===== src/rtl/wcb_pkg.sv =====
package wcb_pkg;

  localparam int unsigned DimW   = 13;
  localparam int unsigned CoordW = 16;
  localparam int unsigned PitchW = 15;
  localparam int unsigned BppW   = 3;
  localparam int unsigned ColorW = 32;
  localparam int unsigned OffW   = 26;
  localparam int unsigned CfgIdxW  = 3;
  localparam int unsigned CfgDataW = 16;
  localparam int unsigned ProdW  = DimW + PitchW;

  // register indexes
  localparam logic [CfgIdxW-1:0] RegWindowLeft    = 3'd0;
  localparam logic [CfgIdxW-1:0] RegWindowTop     = 3'd1;
  localparam logic [CfgIdxW-1:0] RegWindowColumns = 3'd2;
  localparam logic [CfgIdxW-1:0] RegWindowRows    = 3'd3;
  localparam logic [CfgIdxW-1:0] RegScreenColumns = 3'd4;
  localparam logic [CfgIdxW-1:0] RegScreenRows    = 3'd5;
  localparam logic [CfgIdxW-1:0] RegLinePitch     = 3'd6;
  localparam logic [CfgIdxW-1:0] RegBytesPerPixel = 3'd7;

  // pixel depths that produce a write
  localparam logic [BppW-1:0] Bpp24 = 3'd3;
  localparam logic [BppW-1:0] Bpp32 = 3'd4;

  typedef struct packed {
    logic signed [CoordW-1:0] window_left;
    logic signed [CoordW-1:0] window_top;
    logic [DimW-1:0]          window_columns;
    logic [DimW-1:0]          window_rows;
    logic [DimW-1:0]          screen_columns;
    logic [DimW-1:0]          screen_rows;
    logic [PitchW-1:0]        line_pitch;
    logic [BppW-1:0]          bytes_per_pixel;
  } wcb_cfg_t;

  // visible pixel waiting for address generation
  typedef struct packed {
    logic [DimW-1:0]   sx;
    logic [DimW-1:0]   sy;
    logic [ColorW-1:0] color;
  } wcb_entry_t;

endpackage


===== src/rtl/window_clip_blit_converter.sv =====
// Clipped window blit from 32-bit source pixels to a 32- or 24-bit screen. Source pixels
// enter in window raster order, one request per clock while the queue has room; column and
// row counters place each pixel in the window and wrap after window_columns x window_rows
// pixels, each capped at MAX_DIMENSION. Pixels that land on the screen (and only for a
// depth of 3 or 4 bytes) come out as a write with byte offset row * line_pitch + column *
// bytes_per_pixel, modulo 2^26. Clipping is done on entry and visible pixels wait in a
// four-entry queue; address generation behind it is a two-stage pipeline (pitch multiply,
// then add), one pixel per clock while output is taken. Write registers only while idle.
module window_clip_blit_converter
  import wcb_pkg::*;
#(
  parameter int unsigned MAX_DIMENSION = 4096
) (
  input  logic                clk_i,
  input  logic                rst_ni,
  input  logic                cfg_we_i,
  input  logic [CfgIdxW-1:0]  cfg_index_i,
  input  logic [CfgDataW-1:0] cfg_data_i,
  input  logic                pixel_valid_i,
  output logic                pixel_ready_o,
  input  logic [ColorW-1:0]   pixel_color_i,
  output logic                result_valid_o,
  input  logic                result_ready_i,
  output logic [OffW-1:0]     dest_offset_o,
  output logic [ColorW-1:0]   write_data_o,
  output logic [BppW-1:0]     byte_count_o
);

  localparam int unsigned QueueDepth = 4;

  wcb_cfg_t   cfg_q, cfg_d;
  wcb_entry_t push_entry, pop_entry;
  logic       push, pop, q_full, q_valid, accept;

  always_comb begin
    cfg_d = cfg_q;
    if (cfg_we_i) begin
      unique case (cfg_index_i)
        RegWindowLeft:    cfg_d.window_left     = $signed(cfg_data_i);
        RegWindowTop:     cfg_d.window_top      = $signed(cfg_data_i);
        RegWindowColumns: cfg_d.window_columns  = cfg_data_i[DimW-1:0];
        RegWindowRows:    cfg_d.window_rows     = cfg_data_i[DimW-1:0];
        RegScreenColumns: cfg_d.screen_columns  = cfg_data_i[DimW-1:0];
        RegScreenRows:    cfg_d.screen_rows     = cfg_data_i[DimW-1:0];
        RegLinePitch:     cfg_d.line_pitch      = cfg_data_i[PitchW-1:0];
        RegBytesPerPixel: cfg_d.bytes_per_pixel = cfg_data_i[BppW-1:0];
        default:          cfg_d = cfg_q;
      endcase
    end
  end

  always_ff @(posedge clk_i or negedge rst_ni) begin
    if (!rst_ni) begin
      cfg_q.window_left     <= '0;
      cfg_q.window_top      <= '0;
      cfg_q.window_columns  <= '0;
      cfg_q.window_rows     <= '0;
      cfg_q.screen_columns  <= DimW'(1024);
      cfg_q.screen_rows     <= DimW'(768);
      cfg_q.line_pitch      <= PitchW'(4096);
      cfg_q.bytes_per_pixel <= Bpp32;
    end else begin
      cfg_q <= cfg_d;
    end
  end

  assign pixel_ready_o = !q_full;
  assign accept        = pixel_valid_i && pixel_ready_o;

  wcb_front #(
    .MAX_DIMENSION(MAX_DIMENSION)
  ) u_front (
    .clk_i,
    .rst_ni,
    .cfg_i         (cfg_q),
    .accept_i      (accept),
    .pixel_color_i,
    .push_o        (push),
    .entry_o       (push_entry)
  );

  wcb_fifo #(
    .WIDTH($bits(wcb_entry_t)),
    .DEPTH(QueueDepth)
  ) u_fifo (
    .clk_i,
    .rst_ni,
    .push_i  (push),
    .data_i  (push_entry),
    .full_o  (q_full),
    .pop_i   (pop),
    .valid_o (q_valid),
    .data_o  (pop_entry)
  );

  wcb_back u_back (
    .clk_i,
    .rst_ni,
    .cfg_i          (cfg_q),
    .entry_valid_i  (q_valid),
    .entry_i        (pop_entry),
    .pop_o          (pop),
    .result_valid_o,
    .result_ready_i,
    .dest_offset_o,
    .write_data_o,
    .byte_count_o
  );

endmodule


===== src/rtl/wcb_fifo.sv =====
module wcb_fifo
  import wcb_pkg::*;
#(
  parameter int unsigned WIDTH = 58,
  parameter int unsigned DEPTH = 4
) (
  input  logic             clk_i,
  input  logic             rst_ni,
  input  logic             push_i,
  input  logic [WIDTH-1:0] data_i,
  output logic             full_o,
  input  logic             pop_i,
  output logic             valid_o,
  output logic [WIDTH-1:0] data_o
);

  localparam int unsigned PtrW = (DEPTH > 1) ? $clog2(DEPTH) : 1;
  localparam int unsigned CntW = $clog2(DEPTH + 1);
  localparam logic [PtrW-1:0] LastPtr = PtrW'(DEPTH - 1);

  logic [WIDTH-1:0] mem_q [DEPTH];
  logic [PtrW-1:0]  wr_ptr_q, wr_ptr_d;
  logic [PtrW-1:0]  rd_ptr_q, rd_ptr_d;
  logic [CntW-1:0]  count_q, count_d;
  logic             do_push, do_pop;

  assign full_o  = (count_q == CntW'(DEPTH));
  assign valid_o = (count_q != '0);
  assign data_o  = mem_q[rd_ptr_q];
  assign do_push = push_i && !full_o;
  assign do_pop  = pop_i && valid_o;

  always_comb begin
    wr_ptr_d = wr_ptr_q;
    rd_ptr_d = rd_ptr_q;
    count_d  = count_q;
    if (do_push) begin
      wr_ptr_d = (wr_ptr_q == LastPtr) ? '0 : wr_ptr_q + PtrW'(1);
    end
    if (do_pop) begin
      rd_ptr_d = (rd_ptr_q == LastPtr) ? '0 : rd_ptr_q + PtrW'(1);
    end
    if (do_push && !do_pop) begin
      count_d = count_q + CntW'(1);
    end else if (do_pop && !do_push) begin
      count_d = count_q - CntW'(1);
    end
  end

  always_ff @(posedge clk_i or negedge rst_ni) begin
    if (!rst_ni) begin
      wr_ptr_q <= '0;
      rd_ptr_q <= '0;
      count_q  <= '0;
    end else begin
      wr_ptr_q <= wr_ptr_d;
      rd_ptr_q <= rd_ptr_d;
      count_q  <= count_d;
    end
  end

  always_ff @(posedge clk_i) begin
    if (do_push) begin
      mem_q[wr_ptr_q] <= data_i;
    end
  end

endmodule


===== src/rtl/wcb_front.sv =====
module wcb_front
  import wcb_pkg::*;
#(
  parameter int unsigned MAX_DIMENSION = 4096
) (
  input  logic              clk_i,
  input  logic              rst_ni,
  input  wcb_cfg_t          cfg_i,
  input  logic              accept_i,
  input  logic [ColorW-1:0] pixel_color_i,
  output logic              push_o,
  output wcb_entry_t        entry_o
);

  localparam int unsigned CntW = $clog2(MAX_DIMENSION);
  localparam int unsigned LimW = $clog2(MAX_DIMENSION + 1);
  localparam int unsigned CmpW = (LimW > DimW) ? LimW : DimW;
  localparam int unsigned PosW = CoordW + 2;
  localparam logic [CmpW-1:0] MaxDim = CmpW'(MAX_DIMENSION);

  logic [CntW-1:0] col_q, col_d, row_q, row_d;
  logic [CmpW-1:0] wc_ext, wr_ext;
  logic [LimW-1:0] w_lim, h_lim;
  logic            empty, restart, visible, depth_ok;
  logic [CntW-1:0] col_cur, row_cur;
  logic [LimW-1:0] col_inc, row_inc;
  logic signed [PosW-1:0] sx, sy, scols, srows;

  always_comb begin
    wc_ext  = CmpW'(cfg_i.window_columns);
    wr_ext  = CmpW'(cfg_i.window_rows);
    w_lim   = (wc_ext > MaxDim) ? LimW'(MaxDim) : LimW'(wc_ext);
    h_lim   = (wr_ext > MaxDim) ? LimW'(MaxDim) : LimW'(wr_ext);
    empty   = (w_lim == '0) || (h_lim == '0);
    // counters left outside a shrunk window start over
    restart = (LimW'(col_q) >= w_lim) || (LimW'(row_q) >= h_lim);
    col_cur = restart ? '0 : col_q;
    row_cur = restart ? '0 : row_q;

    sx    = PosW'(cfg_i.window_left) + $signed(PosW'(col_cur));
    sy    = PosW'(cfg_i.window_top) + $signed(PosW'(row_cur));
    scols = $signed(PosW'(cfg_i.screen_columns));
    srows = $signed(PosW'(cfg_i.screen_rows));
    depth_ok = (cfg_i.bytes_per_pixel == Bpp24) || (cfg_i.bytes_per_pixel == Bpp32);
    visible  = !empty && !sx[PosW-1] && !sy[PosW-1] && (sx < scols) && (sy < srows)
               && depth_ok;

    col_inc = LimW'(col_cur) + LimW'(1);
    row_inc = LimW'(row_cur) + LimW'(1);
    col_d = col_q;
    row_d = row_q;
    if (accept_i) begin
      if (empty) begin
        col_d = '0;
        row_d = '0;
      end else if (col_inc >= w_lim) begin
        col_d = '0;
        row_d = (row_inc >= h_lim) ? '0 : CntW'(row_inc);
      end else begin
        col_d = CntW'(col_inc);
        row_d = row_cur;
      end
    end
  end

  assign push_o        = accept_i && visible;
  assign entry_o.sx    = sx[DimW-1:0];
  assign entry_o.sy    = sy[DimW-1:0];
  assign entry_o.color = pixel_color_i;

  always_ff @(posedge clk_i or negedge rst_ni) begin
    if (!rst_ni) begin
      col_q <= '0;
      row_q <= '0;
    end else begin
      col_q <= col_d;
      row_q <= row_d;
    end
  end

endmodule


===== src/rtl/wcb_back.sv =====
module wcb_back
  import wcb_pkg::*;
(
  input  logic              clk_i,
  input  logic              rst_ni,
  input  wcb_cfg_t          cfg_i,
  input  logic              entry_valid_i,
  input  wcb_entry_t        entry_i,
  output logic              pop_o,
  output logic              result_valid_o,
  input  logic              result_ready_i,
  output logic [OffW-1:0]   dest_offset_o,
  output logic [ColorW-1:0] write_data_o,
  output logic [BppW-1:0]   byte_count_o
);

  localparam int unsigned ColOffW = DimW + 2;

  logic                s1_valid_q, s1_valid_d;
  logic                out_valid_q, out_valid_d;
  logic                s1_en, s2_en;
  logic [ProdW-1:0]    prod_q, prod_d;
  logic [ColOffW-1:0]  col_off_q, col_off_d;
  logic [ColorW-1:0]   data_q, data_d;
  logic [BppW-1:0]     bc_q;
  logic [OffW-1:0]     off_q, off_d;
  logic [ColorW-1:0]   wdata_q;
  logic [BppW-1:0]     bcount_q;
  logic                is32;

  assign s2_en = !out_valid_q || result_ready_i;
  assign s1_en = !s1_valid_q || s2_en;
  assign pop_o = entry_valid_i && s1_en;
  assign is32  = (cfg_i.bytes_per_pixel == Bpp32);

  always_comb begin
    s1_valid_d  = s1_en ? entry_valid_i : s1_valid_q;
    out_valid_d = s2_en ? s1_valid_q : out_valid_q;
    prod_d      = ProdW'(entry_i.sy) * ProdW'(cfg_i.line_pitch);
    // column times 3 or 4 without a multiplier
    col_off_d   = is32 ? {entry_i.sx, 2'b00}
                       : ColOffW'({entry_i.sx, 1'b0}) + ColOffW'(entry_i.sx);
    data_d      = is32 ? entry_i.color : {8'h00, entry_i.color[23:0]};
    off_d       = prod_q[OffW-1:0] + OffW'(col_off_q);
  end

  always_ff @(posedge clk_i or negedge rst_ni) begin
    if (!rst_ni) begin
      s1_valid_q  <= 1'b0;
      out_valid_q <= 1'b0;
    end else begin
      s1_valid_q  <= s1_valid_d;
      out_valid_q <= out_valid_d;
    end
  end

  always_ff @(posedge clk_i) begin
    if (pop_o) begin
      prod_q    <= prod_d;
      col_off_q <= col_off_d;
      data_q    <= data_d;
      bc_q      <= cfg_i.bytes_per_pixel;
    end
    if (s2_en && s1_valid_q) begin
      off_q    <= off_d;
      wdata_q  <= data_q;
      bcount_q <= bc_q;
    end
  end

  assign result_valid_o = out_valid_q;
  assign dest_offset_o  = off_q;
  assign write_data_o   = wdata_q;
  assign byte_count_o   = bcount_q;

endmodule

===== config.mk =====
export PLATFORM = sky130hd
export DESIGN_NAME = window_clip_blit_converter
export DESIGN_NICKNAME = d
export VERILOG_FILES = /design/src/rtl/wcb_pkg.sv /design/src/rtl/window_clip_blit_converter.sv /design/src/rtl/wcb_fifo.sv /design/src/rtl/wcb_front.sv /design/src/rtl/wcb_back.sv
export SDC_FILE = /design/constraint.sdc
export NUM_CORES = 1
export LEC_CHECK = 0
export ABC_AREA = 0
export BUFFER_PORTS_ARGS = -buffer_cell sky130_fd_sc_hd__buf_2
export CORE_UTILIZATION = 52
export CTS_CLUSTER_SIZE = 16
export DETAILED_ROUTE_END_ITERATION = 6
export HOLD_SLACK_MARGIN = 0.12
export PLACE_DENSITY = 0.76
export RECOVER_POWER = 100
export SYNTH_ARGS = -nofsm -noshare
export SYNTH_HDL_FRONTEND = slang
export SYNTH_HIERARCHICAL = 1
export SYNTH_SLANG_ARGS = --single-unit

===== constraint.sdc =====
create_clock -name clk_i -period 9.01 [get_ports clk_i]
set_clock_uncertainty 0.05 [all_clocks]
set_input_delay 0.901 -clock clk_i [delete_from_list [all_inputs] [get_ports clk_i]]
set_output_delay 0.901 -clock clk_i [all_outputs]
set_load 0.01 [all_outputs]

# Word level (Yosys, flattened, before mapping)
# Memories as Yosys holds them, arrays and structs flattened.
# Cells that the tools add are included.
[op_classes]
addsub = 10
multipliers = 1
magnitude_cmp = 8
n_eq_ne = 12
n_mux = 16
reduce_logical = 39
[ops]
columns = ["op", "n"]
rows = [
  ["$mux 12", 7],
  ["$lt 18x14->1", 2],
  ["$add 16x13->17", 2],
  ["$add 12x1->13 const B", 2],
  ["$add 26x15->26", 1],
  ["$ge 12x13->1", 2],
  ["$ge 13x13->1", 2],
  ["$gt 13x13->1 const B", 2],
  ["$logic_not 13->1", 2],
  ["$mul 13x15->26", 1],
  ["$mux 13", 2],
  ["$eq 3x3->1 const B", 6],
  ["$reduce_and 2->1", 8],
  ["$add 14x13->15", 1],
  ["$mux 15", 1],
  ["$logic_and 1x1->1", 13],
  ["$eq 3x2->1 const B", 3],
  ["$logic_not 1->1", 8],
  ["$mux 3", 2],
  ["$logic_or 1x1->1", 5],
  ["$add 2x1->2 const B", 2],
  ["$eq 2x2->1 const B", 2],
  ["$mux 2", 2],
  ["$add 3x1->3 const B", 1],
  ["6 further kinds", 7],
]
[word_totals]
ff_bits = 272
ram_bits = 232
memories = 1
[memory_table]
columns = ["name", "depth", "word_bits", "read_ports", "rd_ports_with_merged_regs", "wr", "line_no", "text"]
rows = [
  ["u_fifo.mem_q", 4, 58, 1, 0, 1, "wcb_fifo.sv:21", "logic [WIDTH-1:0] mem_q [DEPTH];"],
]

# Logic depth before layout (Yosys ltp)
# Gate-level depths: netlist (run 1).
[depth]
depth_word = 18
depth_mapped = 36
ltp_nobuf = 33

# Hierarchy
# Netlist (run 1), hierarchy kept.
[modules_own_cells]
columns = ["mod", "instances", "cells_per_inst", "area_per_inst_um2", "seq_area_each_um2"]
rows = [
  ["wcb_back", 1, 1121, 11985.2, 4164.0],
  ["wcb_fifo", 1, 341, 8899.8, 7141.8],
  ["wcb_front", 1, 647, 4993.5, 600.6],
  ["window_clip_blit_converter", 1, 225, 3896.2, 2558.7],
]

# Worst setup path after synthesis (run 1)
# Ideal clock, no wire load.
[synth_timing]
path_type = "input to register"
startpoint = "input result_ready_i"
endpoint = "register u_fifo.count_q[1]"
arrival_ns = 7.983
t_required_ns = 8.835
slack_ns = 0.853
stages = 7
path_buffers = 0
cell_sequence = "nor2b_1 a21boi_0 nand2_2 ha_1 inv_1 fa_1 mux2_2"
[synth_between]
elab_chain_cells = 7
elab_cells_between_ends = 9
[synth_lines]
columns = ["element", "line_no", "text"]
rows = [
  ["start: declaration", "window_clip_blit_converter.sv:23", "input logic result_ready_i,"],
  ["$logic_or 1x1->1", "wcb_back.sv:31", "assign s2_en = !out_valid_q || result_ready_i;"],
  ["$logic_or 1x1->1", "wcb_back.sv:32", "assign s1_en = !s1_valid_q || s2_en;"],
  ["$logic_and 1x1->1", "wcb_back.sv:33", "assign pop_o = entry_valid_i && s1_en;"],
  ["net pop", "window_clip_blit_converter.sv:33", "logic push, pop, q_full, q_valid, accept;"],
  ["$logic_and 1x1->1", "wcb_fifo.sv:31", "assign do_pop = pop_i && valid_o;"],
  ["$logic_not 1->1", "wcb_fifo.sv:43", "if (do_push && !do_pop) begin"],
  ["$logic_and 1x1->1", "wcb_fifo.sv:43", ""],
  ["$mux 3", "wcb_fifo.sv:43", ""],
  ["net u_fifo.count_d[1]", "wcb_fifo.sv:24", "logic [CntW-1:0] count_q, count_d;"],
  ["end signal: assignment", "wcb_fifo.sv:58", "count_q <= count_d;"],
  ["end: declaration", "wcb_fifo.sv:24", ""],
]
# The timed path passes the listed nets, and every way through them passes these cells.
# A chain may end at the register's enable or synchronous reset.

==> results.cfg, run 1 <==
[synth]
synth-simple-area-share_pct = 9.64
synth_top_area_share_pct = 37.2
syn_area_sq_um = 29800
yosys.area_share.adder_pct = 18.3
synth_cell_type_count = 88
synth_compound_area_share_pct = 6.34
synth_mux_area_share_pct = 8.65
ys_warn_count = 6
ys_seq_area_share_pct = 48.6
synth_top_family_by_area = adder cells
synth_seq_cells = 504
netlist_top_cells_area = edfxtp_1 37%, dfrtp_1 11%, fa_1 9.9%
syn_inst = 2334
synth.avg_cell_area_sq_um = 12.8
synth_flop_cell = edfxtp_1
synth-xor-area-share_pct = 2.77
synth_nets = 2737
synth_edf_count = 369
synth_top_area_cell = edfxtp_1
async_flop_share_pct = 26.8

[floorplanning]
coreArea_sq_um = 56500
io_pins = 119
die-area_sq_um = 58200
die_height_um = 241
die_w_um = 241
start_util_pct = 52.7
row_count = 87

[route]
routedWlPerCell_um = 19.4
viasPerCell = 5.58
drtIter0Drc = 1264
top_layer_used = met4
dr_wl_met3_mm = 3.54
drc = 0
vias = 17900
final_antenna_net_count = 0
drt-met1-wl_mm = 26.3
wl_met2_mm = 30.9
routed_wl_mm = 62.2
dr.pass1.iters = 6

[sta]
slew_headroom_pct = -197
rsz0062_at_grt = no
final.setup.tns_ns = 0
slew_viol_final = 397
period_needed_ns = 8.42
fmax_mhz = 119
finalHoldViolCount = 0
min_period_over_period_pct = 93.5
setup_viol = 0
max_slew.worst_pin.slew_ns = 4.46

[worst_setup_path]
start_kind = register
cp.arrival_ns = 8.57
cp_max_fo = 58
crit_top_cell = a21o_1
slowest_delay_ns = 0.76
crit_type = reg -> reg
worstPathRequired_ns = 9.16
cp-end-kind = register
slowest_stage = clkbuf_4
path_delay_family = compound AO/OA/AOI/OAI gates
cp_num_buf_inv = 3

[grt]
grt_use_total_pct = 21.8
grt_max_degree = 84
grt_overflow = 0
grt_pass1_wl_mm = 98.5
antenna_found_initial = 2
grt_pass1_vias = 18700

[place]
hpwl_mm = 43.4
port_buffers = 118
gp_congestion = 0.966

[finish]
n_antenna_cell = 0
area_growth_pct = 8.90
drive_gt1_share_pct = 12.5
layout_commonest_cell = edfxtp_1
final_cell_mix = 369 x edfxtp_1, 273 x inv_1, 200 x ha_1
nNetsFinal = 2818

[clock_tree]
cts_hold_repair.buffers = 0
postCtsSetupRepairBufs = 0
cts_buffers = 51
clk_pin_slew_worst_paths_ns = 0.06
htree_levels = 2
clock_latency_ns = 0.61
clock-sinks = 504
cts.path.max_buffers = 3
cts_resized = 0
cts_root_buf = clkbuf_16
cts_tree = built

[job]
maxCapViolations = 9

[run_status]
violations = capacitance limit, slew limit
status = finished, violations left

[worst_hold_path]
min_path_type = reg -> reg
per-layer routing:
layer	vias up	global-route usage [%]
met5	-	0
met4	0	6.94
met3	97	3.45
met2	537	36.6
met1	9002	29.2
li1	8307	-
through the flow:
stage | instance area [sq um] | setup WS, ns | util (%) | hold slack (ns) | cells
detailed placement | 30800 | 0.718 | 54.5 | 0.355 | 3118
finish | 32400 | 0.588 | 57.4 | 0.359 | 3214
global placement | 30800 | 0.990 | 54.5 | 0.351 | 3118
floorplan | 29800 | 0.853 | - | 0.350 | 2334
CTS | 32700 | 0.710 | 57.9 | 0.179 | 3214
global route | 32400 | 0.0315 | 57.4 | 0.369 | 3214
sequential cells by signal, indices dropped and copies added (netlist names):
| name | count |
|---|---|
| cfg_q | 102 |
| u_back/bc_q | 3 |
| u_back/byte_count_o | 3 |
| u_back/col_off_q | 15 |
| u_back/data_q | 32 |
| u_back/dest_offset_o | 26 |
| u_back/prod_q | 26 |
| u_back/result_valid_o | 1 |
| u_back/s1_valid_q | 1 |
| u_back/write_data_o | 32 |
| u_fifo/count_q | 3 |
| u_fifo/mem_q | 232 |
| u_fifo/rd_ptr_q | 2 |
| u_fifo/wr_ptr_q | 2 |
| u_front/col_q | 12 |
| u_front/row_q | 12 |
cell type report:
cell class	count	area, sq um
tap	756	946
inverter	273	1020
multi-input combinational	1454	13600
timing repair buffer	131	551
clock inverter	32	504
sequential	504	14500
fill	4387	24100
clock buffer	64	1390
synth_stat cells (all sizes together), types with 58 or more instances:
cell	number
o21ai	71
mux2	109
nor2	72
xnor2	59
edfxtp	369
and2	124
nand2	193
fa	147
a21oi	82
mux4	58
ha	200
dfrtp	130
inv	273
buf	64
worst reg2reg max path, delay by kind of cell (launching register included):
family                   cells  cell delay [ns]
adder cells (fa/ha/maj)      4             1.33
AO/OA/AOI/OAI               13             2.65
AND/OR/NAND/NOR              7             2.03
flip-flops                   1             0.42
buffers and inverters        3             1.12
XOR/XNOR                     1             0.35
logic make-up after synthesis:
kind of cell	count (synthesis)
simple gates	555
flops	504
buf+inv	376
fa+ha+maj	347
compound gates	288
mux	170
xor+xnor	94
worst paths after layout:
kind	start	endpoint	slack [ns]	cells past startpoint
worst max-delay path	cfg_q[69]	u_fifo/mem_q[1][37]	0.59	28
worst min-delay path	u_back/data_q[12]	u_back/write_data_o[12]	0.36	0
worst max register to register	cfg_q[69]	u_fifo/mem_q[1][37]	0.59	28
worst min register to register	u_back/data_q[12]	u_back/write_data_o[12]	0.36	0
max in group asynchronous	rst_ni	cfg_q[7]	2.39	2
min in group asynchronous	rst_ni	cfg_q[62]	1.16	1
Power of run 1 is left out: the tool's default activity adds up to more than one toggle a clock period on the data nets, which glitch-free logic cannot reach.
==> run 2: changes to the inputs <==
--- a/config.mk
+++ b/config.mk
@@ -7,11 +7,11 @@
 export LEC_CHECK = 0
 export ABC_AREA = 0
 export BUFFER_PORTS_ARGS = -buffer_cell sky130_fd_sc_hd__buf_2
-export CORE_UTILIZATION = 52
+export CORE_UTILIZATION = 30
 export CTS_CLUSTER_SIZE = 16
 export DETAILED_ROUTE_END_ITERATION = 6
 export HOLD_SLACK_MARGIN = 0.12
-export PLACE_DENSITY = 0.76
+export PLACE_DENSITY = 0.52
 export RECOVER_POWER = 100
 export SYNTH_ARGS = -nofsm -noshare
 export SYNTH_HDL_FRONTEND = slang
==> results.cfg, run 2 (synthesized netlist as in run 1, its figures left out) <==
[clock_tree]
htree_levels = 2
cts_hold_repair.buffers = 0
clock-sinks = 504
cts_buffers = 57
cts_resized = 0
cts_root_buf = clkbuf_16
cts_tree = built
clk_pin_slew_worst_paths_ns = 0.06
cts.path.max_buffers = 3
postCtsSetupRepairBufs = 0
clock_latency_ns = 0.67

[finish]
largest_register = u_fifo/mem_q
drive_gt1_share_pct = 12.5
layout_commonest_cell = edfxtp_1
largest_register_ffs = 232
area_growth_pct = 11.4
nNetsFinal = 2826
top_regs = u_fifo/mem_q (232), cfg_q (102)
final_cell_mix = 369 x edfxtp_1, 273 x inv_1, 200 x ha_1

[floorplanning]
start_util_pct = 30.3
coreArea_sq_um = 98400
row_count = 115
io_pins = 119
die-area_sq_um = 101000
die_w_um = 317
die_height_um = 317

[grt]
grt_use_total_pct = 13.8
grt_max_degree = 89
antenna_found_initial = 5
grt_pass1_vias = 18500
grt_pass1_wl_mm = 107
grt_overflow = 0

[worst_setup_path]
worstPathRequired_ns = 9.21
start_kind = register
slowest_stage = buf_4
crit_type = reg -> reg
rr_worst_depth = 29
cp.arrival_ns = 8.53
crit_top_cell = a21o_1
slowest_delay_ns = 0.73
cp-end-kind = register
cp_max_fo = 58

[sta]
min_period_over_period_pct = 92.5
final.setup.tns_ns = 0
rsz0062_at_grt = no
finalHoldViolCount = 0
setup_viol = 0
fmax_mhz = 120
slew_headroom_pct = -238
max_slew.worst_pin.slew_ns = 5.07
slew_viol_final = 344
period_needed_ns = 8.33

[route]
viasPerCell = 4.71
drtIter0Drc = 1072
final_antenna_net_count = 0
routedWlPerCell_um = 18.2
routed_wl_mm = 68.5
vias = 17700
drc = 0
dr.pass1.iters = 7

[place]
hpwl_mm = 49.2
port_buffers = 118
gp_congestion = 0.832

[worst_hold_path]
min_path_type = reg -> reg
min_path_cells = 0

[run_status]
violations = capacitance limit, slew limit
status = finished, violations left

[job]
maxCapViolations = 7
## run 2: changes by cell type in the layout (fill, tap and decap cells not counted), moves of 3 or more
cell,previous run,this run
clkinv_1,3,13
clkbuf_16,51,59
bufinv_16,11,4
clkbuf_8,6,1
buf_12,0,3
clkinvlp_4,4,7
diode_2,0,3
## run 2: through the flow
stage               hold slack (ns)  instance area [sq um]  util, %  std cells  worst slack (ns)
floorplan                     0.350                  29800        -       2334             0.853
global placement              0.350                  31500     32.0       3651              1.06
detailed placement            0.355                  31500     32.0       3651             0.840
CTS                           0.281                  33400     34.0       3759             0.757
global route                  0.377                  33200     33.7       3759            0.0420
finish                        0.368                  33200     33.7       3762             0.676
## run 2: cell type report
type                            count  area [sq um]
Multi-Input combinational cell   1454         13500
Antenna cell                        3          7.51
Sequential cell                   504         14500
Timing Repair Buffer              133           606
Inverter                          273          1020
Clock inverter                     39           397
Clock buffer                       69          1530
Fill cell                        9753         65300
Tap cell                         1287          1610
## run 2: worst paths after layout
path	start	to	slack (ns)
max in group asynchronous	rst_ni	cfg_q[17]	2.67
max reg2reg	cfg_q[69]	u_fifo/mem_q[2][49]	0.68
min	u_back/data_q[25]	u_back/write_data_o[25]	0.37
min in group asynchronous	rst_ni	cfg_q[62]	1.99
max	cfg_q[69]	u_fifo/mem_q[2][49]	0.68
min reg2reg	u_back/data_q[25]	u_back/write_data_o[25]	0.37
## run 2: per-layer routing
metal	wire, um	GRT usage [%]	vias up
li1	-	-	8335
met1	32300	19.3	8965
met2	32400	22.4	338
met3	2390	1.83	90
met4	1480	3.84	0
met5	0	0	-
## run 2: worst max-delay path, delay by kind of cell, from the launching register on
kind | cells | cell delay [ns]
buf+inv | 4 | 1.48
xor+xnor | 1 | 0.39
compound gates | 13 | 2.64
flops | 1 | 0.43
fa+ha+maj | 4 | 1.34
simple gates | 7 | 1.58
Power of run 2 is left out for the same reason.
